File: config.mk
export PLATFORM = sky130hd
export DESIGN_NAME = utf8_valid_prefix_truncator
export DESIGN_NICKNAME = d
export VERILOG_FILES = /design/src/hw/rtl/utf8vpt_pkg.sv /design/src/hw/rtl/utf8vpt_core.sv /design/src/hw/rtl/utf8vpt_out_reg.sv /design/src/hw/rtl/utf8_valid_prefix_truncator.sv
export SDC_FILE = /design/constraint.sdc
export NUM_CORES = 1
export LEC_CHECK = 0
export BUFFER_PORTS_ARGS = -buffer_cell sky130_fd_sc_hd__buf_2
export CORE_MARGIN = 3
export CORE_UTILIZATION = 55
export CTS_CLUSTER_DIAMETER = 50
export DETAILED_ROUTE_END_ITERATION = 10
export PLACE_DENSITY = 0.76
export SYNTH_ARGS = -nofsm -noshare
export SYNTH_HDL_FRONTEND = slang
export SYNTH_SLANG_ARGS = --single-unit
File: constraint.sdc
create_clock -name clk_i -period 5.7 [get_ports clk_i]
set_clock_uncertainty 0.15 [all_clocks]
set_input_delay 1.14 -clock clk_i [delete_from_list [all_inputs] [get_ports clk_i]]
set_output_delay 1.14 -clock clk_i [all_outputs]
set_load 0.05 [all_outputs]
File: src/hw/rtl/utf8vpt_pkg.sv
// Shared types, constants and helpers for the UTF-8 valid-prefix truncator.
// No dependencies; utf8vpt_core, utf8vpt_out_reg and the top level refer to this package by scope.
`timescale 1ns / 1ps

package utf8vpt_pkg;

  localparam int unsigned CountWidth = 32;   // message byte counter, 16..64
  localparam int unsigned LenWidth   = 16;
  localparam int unsigned OmitWidth  = 32;

  localparam logic [LenWidth-1:0]   MaxLenReset = 16'd200;
  localparam logic [CountWidth-1:0] CountMax    = {CountWidth{1'b1}};
  localparam logic [63:0]           OmitMax     = 64'h0000_0000_FFFF_FFFF;

  // UTF-8 structural patterns, matched on the top bits of a byte
  localparam logic [1:0] ContPat    = 2'b10;
  localparam logic [2:0] LeadTwoPat = 3'b110;
  localparam logic [3:0] LeadThrPat = 4'b1110;
  localparam logic [4:0] LeadFouPat = 5'b11110;

  typedef struct packed {
    logic [OmitWidth-1:0] omitted_bytes;
    logic                 truncated;
    logic [LenWidth-1:0]  valid_length;
  } result_t;

  function automatic logic [OmitWidth-1:0] sat_omit(input logic [CountWidth-1:0] v);
    logic [63:0] w;
    w = 64'(v);
    if (w > OmitMax) begin
      return OmitMax[OmitWidth-1:0];
    end
    return w[OmitWidth-1:0];
  endfunction

endpackage

File: src/hw/rtl/utf8vpt_core.sv
// Per-message UTF-8 structure checker: holds the message state and the
// max_length register, and forms the result on the final beat. Uses utf8vpt_pkg.
`timescale 1ns / 1ps

module utf8vpt_core (
  input  logic                               clk_i,
  input  logic                               rst_ni,
  input  logic                               cfg_we_i,
  input  logic [utf8vpt_pkg::LenWidth-1:0]   cfg_data_i,
  input  logic                               beat_valid_i,
  input  logic [7:0]                         beat_byte_i,
  input  logic                               beat_last_i,
  output logic                               res_valid_o,
  output utf8vpt_pkg::result_t               res_o
);

  logic [utf8vpt_pkg::LenWidth-1:0]   max_len_q;
  logic [1:0]                         pend_q, pend_d;
  logic [utf8vpt_pkg::CountWidth-1:0] pos_q, pos_d;
  logic [utf8vpt_pkg::LenWidth-1:0]   bound_q, bound_d;
  logic                               stop_q, stop_d;
  logic [utf8vpt_pkg::CountWidth-1:0] max_ext;
  logic [utf8vpt_pkg::LenWidth-1:0]   next_bound;
  logic                               in_window;

  assign max_ext    = utf8vpt_pkg::CountWidth'(max_len_q);
  assign next_bound = pos_q[utf8vpt_pkg::LenWidth-1:0] + 16'd1;
  assign in_window  = !stop_q && (pos_q < max_ext);

  always_comb begin
    pend_d      = pend_q;
    pos_d       = pos_q;
    bound_d     = bound_q;
    stop_d      = stop_q;
    res_valid_o = 1'b0;
    res_o       = '0;
    if (beat_valid_i) begin
      if (in_window) begin
        if (pend_q == 2'd0) begin
          if (!beat_byte_i[7]) begin
            bound_d = next_bound;
          end else if (beat_byte_i[7:5] == utf8vpt_pkg::LeadTwoPat) begin
            pend_d = 2'd1;
          end else if (beat_byte_i[7:4] == utf8vpt_pkg::LeadThrPat) begin
            pend_d = 2'd2;
          end else if (beat_byte_i[7:3] == utf8vpt_pkg::LeadFouPat) begin
            pend_d = 2'd3;
          end else begin
            stop_d = 1'b1;
          end
        end else if (beat_byte_i[7:6] != utf8vpt_pkg::ContPat) begin
          // boundary still sits before the broken sequence's lead
          stop_d = 1'b1;
        end else begin
          pend_d = pend_q - 2'd1;
          if (pend_q == 2'd1) begin
            bound_d = next_bound;
          end
        end
      end
      if (pos_q != utf8vpt_pkg::CountMax) begin
        pos_d = pos_q + utf8vpt_pkg::CountWidth'(1);
      end
      if (beat_last_i) begin
        res_valid_o        = 1'b1;
        res_o.valid_length = bound_d;
        res_o.truncated    = pos_d > max_ext;
        res_o.omitted_bytes = (pos_d > max_ext) ? utf8vpt_pkg::sat_omit(pos_d - max_ext) : '0;
        // clear for the next message
        pend_d  = 2'd0;
        pos_d   = '0;
        bound_d = '0;
        stop_d  = 1'b0;
      end
    end
  end

  always_ff @(posedge clk_i or negedge rst_ni) begin
    if (!rst_ni) begin
      max_len_q <= utf8vpt_pkg::MaxLenReset;
      pend_q    <= 2'd0;
      pos_q     <= '0;
      bound_q   <= '0;
      stop_q    <= 1'b0;
    end else begin
      if (cfg_we_i) begin
        max_len_q <= cfg_data_i;
      end
      pend_q  <= pend_d;
      pos_q   <= pos_d;
      bound_q <= bound_d;
      stop_q  <= stop_d;
    end
  end

endmodule

File: src/hw/rtl/utf8vpt_out_reg.sv
// Result register on the master side: holds one result beat until taken.
// Uses utf8vpt_pkg::result_t.
`timescale 1ns / 1ps

module utf8vpt_out_reg (
  input  logic                 clk_i,
  input  logic                 rst_ni,
  input  logic                 load_i,
  input  utf8vpt_pkg::result_t res_i,
  input  logic                 ready_i,
  output logic                 valid_o,
  output utf8vpt_pkg::result_t res_o,
  output logic                 free_o
);

  logic                 valid_q, valid_d;
  utf8vpt_pkg::result_t res_q;

  assign free_o  = !valid_q || ready_i;
  assign valid_d = load_i ? 1'b1 : (valid_q && !ready_i);
  assign valid_o = valid_q;
  assign res_o   = res_q;

  always_ff @(posedge clk_i or negedge rst_ni) begin
    if (!rst_ni) begin
      valid_q <= 1'b0;
    end else begin
      valid_q <= valid_d;
    end
  end

  always_ff @(posedge clk_i) begin
    if (load_i) begin
      res_q <= res_i;
    end
  end

endmodule

File: src/hw/rtl/utf8_valid_prefix_truncator.sv
// Top level of the UTF-8 valid-prefix truncator: input register, checker core
// and result register. Depends on utf8vpt_pkg, utf8vpt_core, utf8vpt_out_reg.
`timescale 1ns / 1ps

// Feed a message one byte per beat with tlast on its final byte. The first
// max_length bytes (cfg port, reset 200) are checked for UTF-8 structure only;
// on the final byte one result beat carries the length of the complete,
// well-formed prefix, a truncated flag and the saturating count of bytes past
// max_length. A byte is taken every cycle while no final byte stalls: each
// beat passes the input register, then the core's combinational state update
// loads the result register. Non-final bytes keep flowing while a result
// waits; only a final byte stalls behind an untaken result. Write max_length
// only while no message is in flight.
module utf8_valid_prefix_truncator (
  input  logic                               clk_i,
  input  logic                               rst_ni,
  input  logic                               cfg_valid_i,
  output logic                               cfg_ready_o,
  input  logic [utf8vpt_pkg::LenWidth-1:0]   cfg_data_i,     // max_length
  input  logic                               s_axis_tvalid,
  output logic                               s_axis_tready,
  input  logic [7:0]                         s_axis_tdata,   // [7:0] data_byte
  input  logic                               s_axis_tlast,   // last_byte
  output logic                               m_axis_tvalid,
  input  logic                               m_axis_tready,
  output logic [47:0]                        m_axis_tdata,   // [15:0] valid_length,
                                                             // [47:16] omitted_bytes
  output logic [0:0]                         m_axis_tuser    // [0] truncated
);

  logic                 in_valid_q, in_valid_d;
  logic [7:0]           in_byte_q;
  logic                 in_last_q;
  logic                 advance;
  logic                 out_free;
  logic                 res_valid;
  utf8vpt_pkg::result_t res, out_res;

  assign cfg_ready_o   = 1'b1;
  // a final byte waits until the result register can take its result
  assign advance       = in_valid_q && (!in_last_q || out_free);
  assign s_axis_tready = !in_valid_q || advance;
  assign in_valid_d    = (s_axis_tvalid && s_axis_tready) ? 1'b1 : (in_valid_q && !advance);

  always_ff @(posedge clk_i or negedge rst_ni) begin
    if (!rst_ni) begin
      in_valid_q <= 1'b0;
    end else begin
      in_valid_q <= in_valid_d;
    end
  end

  always_ff @(posedge clk_i) begin
    if (s_axis_tvalid && s_axis_tready) begin
      in_byte_q <= s_axis_tdata;
      in_last_q <= s_axis_tlast;
    end
  end

  utf8vpt_core u_core (
    .clk_i        (clk_i),
    .rst_ni       (rst_ni),
    .cfg_we_i     (cfg_valid_i),
    .cfg_data_i   (cfg_data_i),
    .beat_valid_i (advance),
    .beat_byte_i  (in_byte_q),
    .beat_last_i  (in_last_q),
    .res_valid_o  (res_valid),
    .res_o        (res)
  );

  utf8vpt_out_reg u_out_reg (
    .clk_i   (clk_i),
    .rst_ni  (rst_ni),
    .load_i  (res_valid),
    .res_i   (res),
    .ready_i (m_axis_tready),
    .valid_o (m_axis_tvalid),
    .res_o   (out_res),
    .free_o  (out_free)
  );

  assign m_axis_tdata = {out_res.omitted_bytes, out_res.valid_length};
  assign m_axis_tuser = out_res.truncated;

endmodule

# == After elaboration in Yosys (flattened, before gate mapping) ==
# Cells that the tools add are included.
# classes
reduce_logical,21
n_mul,0
mux,29
shift,0
eq_ne,12
bitwise_logic,0
order_cmp,2
add_sub_neg,4
n_div,0
# op_table
op,count
16-bit 2-to-1 mux,6
32-bit 2-to-1 mux,3
"32-bit by 1-bit adder with 32-bit output, second input constant",1
32-bit by 16-bit greater-than comparator with 1-bit output,1
32-bit by 16-bit less-than comparator with 1-bit output,1
"32-bit != test, second input constant",1
32-bit by 16-bit subtractor with 32-bit output,1
"16-bit by 1-bit adder with 16-bit output, second input constant",1
2-bit 2-to-1 mux,8
1-bit 2-to-1 mux,12
"3-bit != test, second input constant",4
7-bit AND reduction,1
1-bit zero test,6
"5-bit == test, second input constant",1
1-bit logical AND,5
"5-bit != test, second input constant",1
5-bit AND reduction,1
"4-bit == test, second input constant",1
"3-bit == test, second input constant",1
1-bit logical OR,3
"3-bit by 2-bit != test with 1-bit output, second input constant",1
3-bit AND reduction,1
3-bit nonzero test,1
"2-bit by 1-bit == test with 1-bit output, second input constant",1
5 further kinds,5
# totals
input_bits,30
word_cells,80
output_inout_bits,52
reg_bits,127
latchBits,0
memories,0
mem_bits_rw,0
romBits,0

# == Depth between registers and ports, before layout ==
# Gate-level depths: netlist of run 1.
# logic_depth
depth_word,8
depth_mapped,19
mapped_depth_nobuf,17

# == Hierarchy ==
# A second synthesis of run 1 with hierarchy kept.
# unflattened
cells_unflattened,795
area_unflattened_um2,7851.3
# by_module_without_submodules
mod,cells_per_inst,area_each_um2,instances,seq_area_each_um2
utf8vpt_core,726,5979.5,1,1680.4
utf8vpt_out_reg,52,1519.0,1,1496.4
utf8_valid_prefix_truncator,17,352.8,1,295.3

# == Worst setup path after synthesis of run 1 ==
# OpenSTA, ideal clock, no wires.
# synth_path
path_kind,reg2reg
from,register u_core.pos_q[0] in the netlist's numbering
to,register u_out_reg.res_q (netlist bit u_out_reg.res_o[47]) (data pin)
synth_period_minus_slack_ns,5.082
path_stages_with_launch,20
slack_ns,0.618
n_path_buf,2
t_arrival_ns,4.678
setup_ns,0.254
t_required_ns,5.296
path_cell_list,dfrtp_1 > ha_1 > nand4_2 > nor4_2 > nand3_1 > clkbuf_1 > clkbuf_1 > xnor2_1 > ha_1 > inv_1 > fa_1 > a211oi_1 > nor3_1 > or3_1 > a211oi_1 > o31a_1 > o211ai_4 > a211o_1 > xor2_1 > nor2_1
# synth_via
elab_chain_len,5
word_cells_on_any_way,7
cone_classes,add/sub: 2; order compare: 1; eq/ne: 1; mux: 2; reduce/logical: 1
# synth_lines
element,line_no,text
from (decl),utf8vpt_core.sv:19,"logic [utf8vpt_pkg::CountWidth-1:0] pos_q, pos_d;"
from (signal assigned),utf8vpt_core.sv:90,pos_q <= pos_d;
32-bit by 1-bit adder with 32-bit output or 32-bit != test (tied branches),"utf8vpt_core.sv:62, utf8vpt_core.sv:61",
32-bit 2-to-1 mux (*),utf8vpt_core.sv:61,if (pos_q != utf8vpt_pkg::CountMax) begin
32-bit 2-to-1 mux (*),utf8vpt_core.sv:37,if (beat_valid_i) begin
32-bit by 16-bit greater-than comparator with 1-bit output,utf8vpt_core.sv:68,res_o.omitted_bytes = (pos_d > max_ext) ? utf8vpt_pkg::sat_omit(pos_d - max_ext) : '0;
3-bit AND reduction (no source line),--,
to (signal assigned),utf8vpt_out_reg.sv:34,res_q <= res_i;
to (decl),utf8vpt_out_reg.sv:17,utf8vpt_pkg::result_t res_q;
# Every way passes the cells marked *; elsewhere a longest branch is shown, timed or not. The select of a mux whose other input is x is not followed.
# A chain may end at the register's enable or synchronous reset.

# == Final worst setup path of run 1 ==
# layout_path
from,register u_core.pos_q[0] in the netlist's numbering
to,register u_out_reg.res_q (netlist bit u_out_reg.res_o[25]) (data pin)
# The elaborated chain is that of the path after synthesis.

==> impl_results.md, run 1 <==
- Busiest grt layer: met2
- Root buf cell: clkbuf_16
- DRC: 0
- CTS tree: built
- Pwr Density: ~300 nW/um^2
- IO Pins: 82
- M1 GR Usage: 38.0%
- Commonest non-fill, non-tap cell in the layout: nand2_1
- Fin. max-slew vios: 0
- VDD IR max: approximately 0.22 mV
- Chip Width: 123 um
- Worst EP arrival: roughly 5300 ps
- Number of diodes: 0
- Via density: 6.07
- Placed Cells: 1003
- Netlist cell types: 72
- Die Span Y: 123 um
- Post-synthesis compound-gate area fraction: 17.9%
- Crit path time final: approximately 5300 ps
- RSZ-0062 raised after global routing: no
- First-pass GRT wire length: 30100 um
- CTS sink count: 124
- CP Cell Sequence: ha_1 > nand4_2 > nor4_2 > nand3_1 > buf_4 > nand2_1 > nand2_1 > fa_1 > a211oi_1 > nor3_1 > or3_1 > a211oi_1 > buf_4 > a31oi_1 > nor3_1 > a41o_4 > nor3_1
- H-tree depth: 4
- Avg Cell Area, Syn: roughly 9.6 sq um
- Beginning of the critical path: u_core.pos_q[0]$_DFFE_PN0P_
- Grt ovf: 0
- Pre-antenna DRT Iters: 6
- Post-synth net total: 842
- Final #Nets: 913
- Slew headroom: 31.1%
- Setup tns final: 0 ps
- FILL cells: 1011
- Crit-path max FO: 33
- R2R depth: 17
- Synth Instances: 779
- Cell depth of the worst min-delay path: 2
- Worst-path clk slew: ~60 ps
- Clk_lat worst skew: approximately 420 ps
- RD Place Congestion: 0.965
- Worst setup path class: reg2reg
- Core area: 13000 sq um
- Largest net degree at the start of global routing: 70
- Max stage delay cell, worst path: dfrtp_1
- DP HPWL: 12900 um
- Initial antenna violation count: 0
- Worst path max stage delay: 520 ps
- Synth Warn #: 0
- Syn Std Cell Area: 7490 sq um
- Std-Cell Rows: 41
- Post-CTS sizing: 0
- # setup viols final: 0
- CP required: between 5000 and 6000 ps
- Outcome: finished, final reports clean
- Post-route antenna net violation count: 0
- Pwr Total: 2630 uW
- Adder-Cell Fraction of Synth Area: 5.61%
- Layout Cells excl Fill: 1035
- DR vias: 6284
- Top FF cell, synth: dfrtp_1
- Delay-heaviest family, CP: simple AND/OR/NAND/NOR gates
- Mux contribution to synthesized area: less than 1%
- Crit path depth: 17
- Post-CTS Setup Bufs: 0
- Cell mode on critical path: nor3_1
- Share of cells above drive strength 1: roughly 18%
- Post-Synth Simple-Gate Area: 20.8%
- Most frequent cells in the layout: nand2_1 (102), buf_2 (77), nor2_1 (71)
- Startpoint types: flop
- Met2 Use GR: 38.2%
- Worst hold-check path type: reg2reg
- Gr usage total: 25.8%
- Slew @ Worst Pin: 1030 ps
- Wire per inst: about 18 um
- Critical hold path startpoint: u_core.bound_q[14]$_DFFE_PN0P_
- LEAKAGE: roughly 0.0038 uW
- Final period util: 93.1%
- Clk buf depth: 2
- Seq/Total Area, Yosys: 45.2%
- Fmax: 188 MHz
- Starting Density: 57.7%
- Largest family of logic cells by synthesized area: simple AND/OR/NAND/NOR gates
- Routed wire length: 18400 um
- Reg-to-reg startpoint: u_core.pos_q[0]$_DFFE_PN0P_
- Final hold vios: 0
- Synthesis-to-layout area growth: 15.0%
- Post-synthesis xor/xnor area fraction: 5.73%
- CTS buffer count: 17
- Worst path bufs/invs: 2
- Number of synthesized flops with an enable pin: between 50 and 60
- Hold-fix buffers at CTS: 0
- Vias in the first global route: 5864
- Max capacitance violation total: 0
- Initial DRC Count: about 630
- Port Buf Inserts: 77
- Met3 usage: 4.61%
- CP Capture Type: flop
- Ys async rst share: roughly 56%
- Die ar.: 15000 sq um
- #FFs+latches synth: between 100 and 150
worst reg2reg max path, stage by stage, from the launching register on:
cell and delay, ps:
dfrtp_1 520, ha_1 340, nand4_2 210, nor4_2 370
nand3_1 170, buf_4 250, nand2_1 100, nand2_1 120
fa_1 490, a211oi_1 380, nor3_1 130, or3_1 390
a211oi_1 360, buf_4 180, a31oi_1 40, nor3_1 200
a41o_4 470, nor3_1 140
path summary, 6_finish.rpt:
kind / slack, ps / end
setup / recovery: 390 / u_out_reg.res_o[25]$_SDFFCE_PN0P_
hold / removal: 340 / u_core.bound_q[14]$_DFFE_PN0P_
setup reg to reg: 390 / u_out_reg.res_o[25]$_SDFFCE_PN0P_
hold reg to reg: 340 / u_core.bound_q[14]$_DFFE_PN0P_
max in group asynchronous: 3990 / u_core.max_len_q[12]$_DFFE_PN0P_
min in group asynchronous: 780 / u_core.pos_q[29]$_DFFE_PN0P_
cell usage after synthesis (17+ instances only):
cell type  count  area [sq um]
clkbuf_1      26          97.6
nand2_1      102           383
ha_1          32           400
xnor2_1       31           272
a211oi_1      17           128
nor2_1        71           267
xor2_1        18           158
dfrtp_1       66          1650
nor3_1        20           100
nand3_1       27           135
o21ai_0       65           325
edfxtp_1      55          1650
a21oi_1       28           140
inv_1         25          93.8
cell type report:
type / count / area (sq um) / area share [%]
clock buffer: 17 / 425 / 4.94
clock inverter: 15 / 189 / 2.19
sequential: 124 / 3380 / 39.3
tap: 172 / 215 / 2.50
timing repair buffer: 89 / 475 / 5.52
inverter: 26 / 97.6 / 1.13
multi-input combinational: 592 / 3830 / 44.4
routing by layer:
layer  wire (um)  share of wire [%]  vias to the layer above
met5           0                  0                        -
met4         384                2.1                        0
met3        1370                7.4                       35
met2        8300                 45                      248
met1        8350                 45                     3016
li1            -                  -                     2985
sequential cells by signal, indices dropped and copies added, names as in the netlist:
name               flops
u_out_reg.res_o       49
u_core.pos_q          32
u_core.bound_q        16
u_core.max_len_q      16
in_byte_q              5
u_core.pend_q          2
in_last_q              1
in_valid_q             1
u_core.stop_q          1
u_out_reg.valid_o      1
cell families after synthesis:
family                   count (synthesis)
adder cells (fa/ha/maj)                 33
XOR/XNOR                                49
flip-flops                             124
AO/OA/AOI/OAI                          197
other                                    1
buffers and inverters                   63
multiplexers                             7
AND/OR/NAND/NOR                        305
stage by stage:
stage	instance area, sq um	hold WS, ps	setup WS [ps]	utilization (%)
CTS	8610	338	455	66.4
global route	8610	366	151	66.4
finish	8610	337	392	66.4
floorplan	7490	299	618	-
detailed placement	8000	325	544	61.6
global placement	8000	312	687	61.6
power breakdown:
| part | leakage [uW] | total (uW) | internal, uW | switching (uW) |
|---|---|---|---|---|
| Combinational | 0.00203 | 477 | 148 | 329 |
| Clock | 0.000301 | 1130 | 696 | 429 |
| Sequential | 0.00146 | 1030 | 993 | 36.7 |
(Power assumes the default switching activity.)
==> run 2, diff against run 1 <==
--- a/config.mk
+++ b/config.mk
@@ -6,7 +6,6 @@
 export NUM_CORES = 1
 export LEC_CHECK = 0
 export BUFFER_PORTS_ARGS = -buffer_cell sky130_fd_sc_hd__buf_2
-export CORE_MARGIN = 3
 export CORE_UTILIZATION = 55
 export CTS_CLUSTER_DIAMETER = 50
 export DETAILED_ROUTE_END_ITERATION = 10
==> run 2 against run 1 <==
Effect of this change: critical path type unchanged; worst hold slack improved by 19 ps; critical path depth decreased by 1; cell area decreased by 0.36%.
==> impl_results.md, run 2 (synthesis results as in run 1) <==
- R2R depth: 16 (-1)
- Post-route antenna net violation count: 0 (unchanged)
- Port Buf Inserts: 77 (unchanged)
- Final period util: 90.8% (-2.4 points)
- VDD IR max: 0.224 mV (+3.9%)
- M1 GR Usage: 38.5% (+0.47 points)
- Initial DRC Count: 527 (-16%)
- Vias in the first global route: 5816 (-0.82%)
- Wire per inst: 17.6 um (-1.2%)
- Routed wire length: 18200 um (-0.88%)
- CTS buffer count: 17 (unchanged)
- First-pass GRT wire length: 29800 um (-0.96%)
- Starting Density: 56.5% (-1.2 points)
- Number of diodes: 0 (unchanged)
- Slew @ Worst Pin: 1030 ps (-1.71 ps)
- Root buf cell: clkbuf_16
- Hold-fix buffers at CTS: 0 (unchanged)
- CTS tree: built
- Fin. max-slew vios: 0 (unchanged)
- Outcome: finished, final reports clean
- Max reg flops: 49 (unchanged)
- Reg-to-reg startpoint: u_core.pos_q[0]$_DFFE_PN0P_
- CTS sink count: 124 (unchanged)
- IO Pins: 82 (unchanged)
- Gr usage total: 27.4% (+1.6 points)
- Largest net degree at the start of global routing: 70 (unchanged)
- Core area: 13200 sq um (+2.0%)
- Synthesis-to-layout area growth: 14.6%
- Chip Width: 119 um (-3.3%)
- Startpoint types: flop
- Std-Cell Rows: 42 (+2.4%)
- RSZ-0062 raised after global routing: no
- Clk_lat worst skew: 420 ps (about the same)
- Grt ovf: 0 (unchanged)
- Cell depth of the worst min-delay path: 2 (unchanged)
- CP required: 5710 ps (about the same)
- Slew headroom: 31.2% (+0.11 points)
- Most frequent cells in the layout: nand2_1 (102), buf_2 (77), nor2_1 (71)
- Max stage delay cell, worst path: or4_1
- Delay-heaviest family, CP: simple AND/OR/NAND/NOR gates
- CP Capture Type: flop
- Share of cells above drive strength 1: 17.7% (-0.095 points)
- Via density: 6.02 (-0.78%)
- Worst setup path class: reg2reg
- R2r endpoint: u_out_reg.res_o[42]$_SDFFCE_PN0P_
- Multi-input logic area: 3830 sq um (unchanged)
- LEAKAGE: 0.00376 uW (-0.64%)
- DP HPWL: 13100 um (+0.98%)
- Post-CTS Setup Bufs: 0 (unchanged)
- Critical hold path startpoint: u_core.bound_q[14]$_DFFE_PN0P_
- Post-CTS sizing: 0 (unchanged)
- Setup ws final: 527 ps (+135 ps)
- Die Span Y: 119 um (-3.3%)
- Max capacitance violation total: 0 (unchanged)
- Pre-antenna DRT Iters: 5 (-1)
- DR vias: 6253 (-0.49%)
- Register Area: 3380 sq um (unchanged)
- Worst path bufs/invs: 0 (-2)
- H-tree depth: 4 (unchanged)
- Initial antenna violation count: 0 (unchanged)
- Final #Nets: 912 (-0.11%)
- Worst EP arrival: 5180 ps (-120 ps)
- Crit-path max FO: 8 (-76%)
- Commonest non-fill, non-tap cell in the layout: nand2_1
- RD Place Congestion: 0.934 (-3.2%)
- Worst hold-check path type: reg2reg
- DRC: 0 (unchanged)
- Die ar.: 14100 sq um (-6.4%)
- Reg2reg setup slack: 530 ps (+130 ps)
- DP Worst Slack: 557 ps (+13.7 ps)
- Fmax: 193 MHz (+2.6%)
- Clk buf depth: 2 (unchanged)
- Crit path time final: 5170 ps (-135 ps)
- Final hold vios: 0 (unchanged)
- Met3 usage: 5.41% (+0.80 points)
- Pwr Density: 298 nW/um^2 (-2.5%)
- Setup tns final: 0 ps (unchanged)
- Busiest grt layer: met2
- CP Cell Sequence: ha_1 > nand4_2 > or4_1 > nor3_4 > nand2_1 > nand2_1 > ha_1 > nor2b_1 > o2111ai_1 > and3_1 > o21a_1 > a211oi_1 > nor4_2 > and3_1 > o21a_1 > nor3_2
- Hold path endpoint: u_core.bound_q[14]$_DFFE_PN0P_
- Worst path max stage delay: 830 ps (+310 ps)
- FILL cells: 1088 (+7.6%)
- Worst-path clk slew: 60 ps (about the same)
- # setup viols final: 0 (unchanged)
- Met2 Use GR: 41.7% (+3.5 points)
[run 2: changes by cell type in the layout (fill, tap and decap cells not counted), sizes merged]
cell      previous run  this run
bufinv               3         1
clkinvlp             1         3
buf                 89        88
clkbuf              17        18
clkinv               6         5
[run 2: power by group]
part           switching, uW  internal [uW]
combinational            325            146
clock                    421            633
sequential              37.8            993
[run 2: worst max-delay path by stage]
stage | from | to | slack, ps | depth (start not counted)
after floorplan | u_core.pos_q[0]$_DFFE_PN0P_ | u_out_reg.res_o[47]$_SDFFCE_PN0P_ | 620 | 19
after global placement | u_core.pos_q[0]$_DFFE_PN0P_ | u_out_reg.res_o[25]$_SDFFCE_PN0P_ | 660 | 17
after detailed placement | u_core.pos_q[0]$_DFFE_PN0P_ | u_out_reg.res_o[21]$_SDFFCE_PN0P_ | 560 | 17
after CTS | u_core.pos_q[0]$_DFFE_PN0P_ | u_out_reg.res_o[33]$_SDFFCE_PN0P_ | 560 | 17
after global routing | u_core.pos_q[0]$_DFFE_PN0P_ | u_out_reg.res_o[25]$_SDFFCE_PN0P_ | 270 | 17
final | u_core.pos_q[0]$_DFFE_PN0P_ | u_out_reg.res_o[42]$_SDFFCE_PN0P_ | 530 | 16
[run 2: worst reg2reg max path, cell delays in order, from the launching register on]
cell       delay [ps]
dfrtp_1           530
ha_1              330
nand4_2           220
or4_1             830
nor3_4            340
nand2_1            80
nand2_1           170
ha_1              290
nor2b_1           150
o2111ai_1         180
and3_1            290
o21a_1            230
a211oi_1          160
nor4_2            520
and3_1            260
o21a_1            130
nor3_2             40
[run 2: area by class of cell]
cell class                 count  share of cell area [%]
multi-input combinational    592                    44.6
sequential                   124                    39.4
timing repair buffer          88                    5.45
clock buffer                  18                    5.25
tap                          176                    2.57
clock inverter                14                    1.57
inverter                      26                    1.14
[run 2: layer usage]
layer	vias to the layer above	share of wire, %
met2	249	46
met5	-	0
met4	0	1.7
li1	2981	-
met3	27	6.6
met1	2996	46
[run 2: stage by stage]
stage	util (%)	std cells	area, sq um	hold WS (ps)	total power (uW)
floorplan	-	779	7490	299	1380
global placement	60.4	1006	8000	312	1490
detailed placement	60.4	1006	8000	342	1510
CTS	64.8	1038	8580	355	2570
global route	64.8	1038	8580	384	2650
finish	64.8	1038	8580	357	2560
==> run 3, diff against run 2 <==
--- a/config.mk
+++ b/config.mk
@@ -10,6 +10,7 @@
 export CTS_CLUSTER_DIAMETER = 50
 export DETAILED_ROUTE_END_ITERATION = 10
 export PLACE_DENSITY = 0.76
+export RECOVER_POWER = 50
 export SYNTH_ARGS = -nofsm -noshare
 export SYNTH_HDL_FRONTEND = slang
 export SYNTH_SLANG_ARGS = --single-unit
==> run 3 against run 2 <==
Effect of this change: the flow now finishes with violations (max-capacitance violations, max-slew violations); clock power is essentially flat; setup slack worse by 110 ps; via count is 0.67% higher; critical path depth increased by 1; register-to-register slack worse by 110 ps; sequential power about the same; core utilization is 0.57 points lower.
==> impl_results.md, run 3 (synthesis results as in run 1) <==
- Outcome: complete, but fails checks
- Violated checks: max-capacitance violations, max-slew violations
- CP Cell Sequence: ha_1 > nand4_2 > nor4_1 > nand3_1 > xnor2_1 > ha_1 > inv_1 > fa_1 > a211oi_1 > nor3_1 > or3_1 > a211oi_1 > buf_4 > a31oi_1 > nor3_1 > a41o_4 > nor2_1
- Clk_lat worst skew: 430 ps (about the same)
- Grt ovf: 0 (unchanged)
- R2R depth: 17 (+1)
- Initial DRC Count: 518 (-1.7%)
- # setup viols final: 0 (unchanged)
- Clk buf depth: 2 (unchanged)
- H-tree depth: 4 (unchanged)
- Fin. max-slew vios: 70 (+70)
- CP Capture Type: flop
- Gr usage total: 27.4% (unchanged)
- Pwr Density: 300 nW/um^2 (+0.68%)
- Delay-heaviest family, CP: simple AND/OR/NAND/NOR gates
- DP HPWL: 13100 um (unchanged)
- Reg-to-reg startpoint: u_core.pos_q[0]$_DFFE_PN0P_
- Hold-fix buffers at CTS: 0 (unchanged)
- Slew headroom: -157% (-190 points)
- Routed wire length: 18300 um (about the same)
- Max capacitance violation total: 1 (+1)
- Post-DP Area: 8000 sq um (unchanged)
- Commonest non-fill, non-tap cell in the layout: nand2_1
- Max stage delay cell, worst path: dfrtp_1
- Vias in the first global route: 5816 (unchanged)
- Final period util: 92.7% (+1.9 points)
- CTS sink count: 124 (unchanged)
- Crit path time final: 5280 ps (+109 ps)
- Crit-path max FO: 33 (+25)
- Share of cells above drive strength 1: 11.5% (-6.3 points)
- Startpoint types: flop
- Std-Cell Rows: 42 (unchanged)
- Post-route cell area: 8510 sq um (-0.87%)
- CTS tree: built
- Via density: 6.06 (+0.67%)
- Pwr Total: 2550 uW (-0.20%)
- Hold path endpoint: u_core.bound_q[14]$_DFFE_PN0P_
- Synthesis-to-layout area growth: 13.6%
- Setup ws final: 418 ps (-109 ps)
- IO Pins: 82 (unchanged)
- DR vias: 6295 (+0.67%)
- Slew @ Worst Pin: 3860 ps (+2830 ps)
- Fin Hold WS: 352 ps (-4.13 ps)
- Worst path max stage delay: 530 ps (-300 ps)
- First-pass GRT wire length: 29800 um (unchanged)
- Initial antenna violation count: 0 (unchanged)
- Root buf cell: clkbuf_16
- VDD IR max: 0.225 mV (+0.13%)
- Fmax: 189 MHz (-2.1%)
- Most frequent cells in the layout: nand2_1 (102), nor2_1 (71), dfrtp_1 (66)
- Worst path bufs/invs: 2 (+2)
- Setup tns final: 0 ps (unchanged)
- Worst EP arrival: 5290 ps (+110 ps)
- CP required: 5710 ps (about the same)
- DRC: 0 (unchanged)
- DP Worst Slack: 557 ps (unchanged)
- RD Place Congestion: 0.934 (unchanged)
- Die ar.: 14100 sq um (unchanged)
- Post-route antenna net violation count: 0 (unchanged)
- Wire per inst: 17.6 um (about the same)
- Core area: 13200 sq um (unchanged)
- Largest net degree at the start of global routing: 70 (unchanged)
- Final hold vios: 0 (unchanged)
- Number of diodes: 0 (unchanged)
- R2r endpoint: u_out_reg.res_o[19]$_SDFFCE_PN0P_
- Pre-antenna DRT Iters: 7 (+2)
- Worst setup path class: reg2reg
- Final #Nets: 912 (unchanged)
- Post-CTS Setup Bufs: 0 (unchanged)
- Die Span Y: 119 um (unchanged)
- Post-CTS sizing: 0 (unchanged)
- Cell depth of the worst min-delay path: 2 (unchanged)
- Starting Density: 56.5% (unchanged)
- Critical hold path startpoint: u_core.bound_q[14]$_DFFE_PN0P_
- Port Buf Inserts: 77 (unchanged)
- Max reg flops: 49 (unchanged)
- RSZ-0062 raised after global routing: no
- Worst hold-check path type: reg2reg
- LEAKAGE: 0.00360 uW (-4.3%)
- CTS buffer count: 17 (unchanged)
- Chip Width: 119 um (unchanged)
- Reg2reg setup slack: 420 ps (-110 ps)
- Worst-path clk slew: 60 ps (about the same)
[run 3: changes by cell type in the layout (fill, tap and decap cells not counted)]
| cell | previous run | this run |
|---|---|---|
| buf_2 | 77 | 25 |
| buf_4 | 11 | 10 |
| and2_0 | 0 | 1 |
| nor4_2 | 4 | 3 |
| clkbuf_1 | 0 | 53 |
| nor4_1 | 8 | 9 |
| and2_1 | 6 | 5 |
[run 3: worst max-delay path by stage]
stage | slack [ps] | endpoint | cells after the start | from
floorplan | 620 | u_out_reg.res_o[47]$_SDFFCE_PN0P_ | 19 | u_core.pos_q[0]$_DFFE_PN0P_
global placement | 660 | u_out_reg.res_o[25]$_SDFFCE_PN0P_ | 17 | u_core.pos_q[0]$_DFFE_PN0P_
detailed placement | 560 | u_out_reg.res_o[21]$_SDFFCE_PN0P_ | 17 | u_core.pos_q[0]$_DFFE_PN0P_
CTS | 560 | u_out_reg.res_o[33]$_SDFFCE_PN0P_ | 17 | u_core.pos_q[0]$_DFFE_PN0P_
global route | 180 | u_out_reg.res_o[25]$_SDFFCE_PN0P_ | 17 | u_core.pos_q[0]$_DFFE_PN0P_
finish | 420 | u_out_reg.res_o[19]$_SDFFCE_PN0P_ | 17 | u_core.pos_q[0]$_DFFE_PN0P_
[run 3: cell type report]
cell class	count	area, sq um
sequential	124	3380
clock buffer	18	450
inverter	26	97.6
tap	176	220
clock inverter	14	135
timing repair buffer	88	399
multi-input combinational	592	3820
fill	1116	4740
[run 3: power by group]
group	internal [uW]	switching, uW
clock	633	421
sequential	994	38.1
combinational	141	324
total	1770	783
[run 3: worst register-to-register path: stages (launching register included)]
cell      delay [ps]
dfrtp_1          530
ha_1             330
nand4_2          200
nor4_1           460
nand3_1          200
xnor2_1          260
ha_1             230
inv_1             70
fa_1             420
a211oi_1         280
nor3_1           110
or3_1            410
a211oi_1         350
buf_4            180
a31oi_1           40
nor3_1           200
a41o_4           470
nor2_1           120
[run 3: routing by layer]
layer | vias to the layer above | GRT usage [%] | share of wire (%) | wire [um]
met4 | 0 | 10.8 | 1.7 | 319
met3 | 30 | 5.41 | 6.9 | 1250
met2 | 258 | 41.7 | 46 | 8390
met5 | - | 0 | 0 | 0
met1 | 3021 | 38.5 | 45 | 8290
li1 | 2986 | - | - | -
[run 3: through the flow]
| stage | std cells | utilization (%) |
|---|---|---|
| global placement | 1006 | 60.4 |
| floorplan | 779 | - |
| global route | 1038 | 64.2 |
| CTS | 1038 | 64.8 |
| finish | 1038 | 64.2 |
| detailed placement | 1006 | 60.4 |
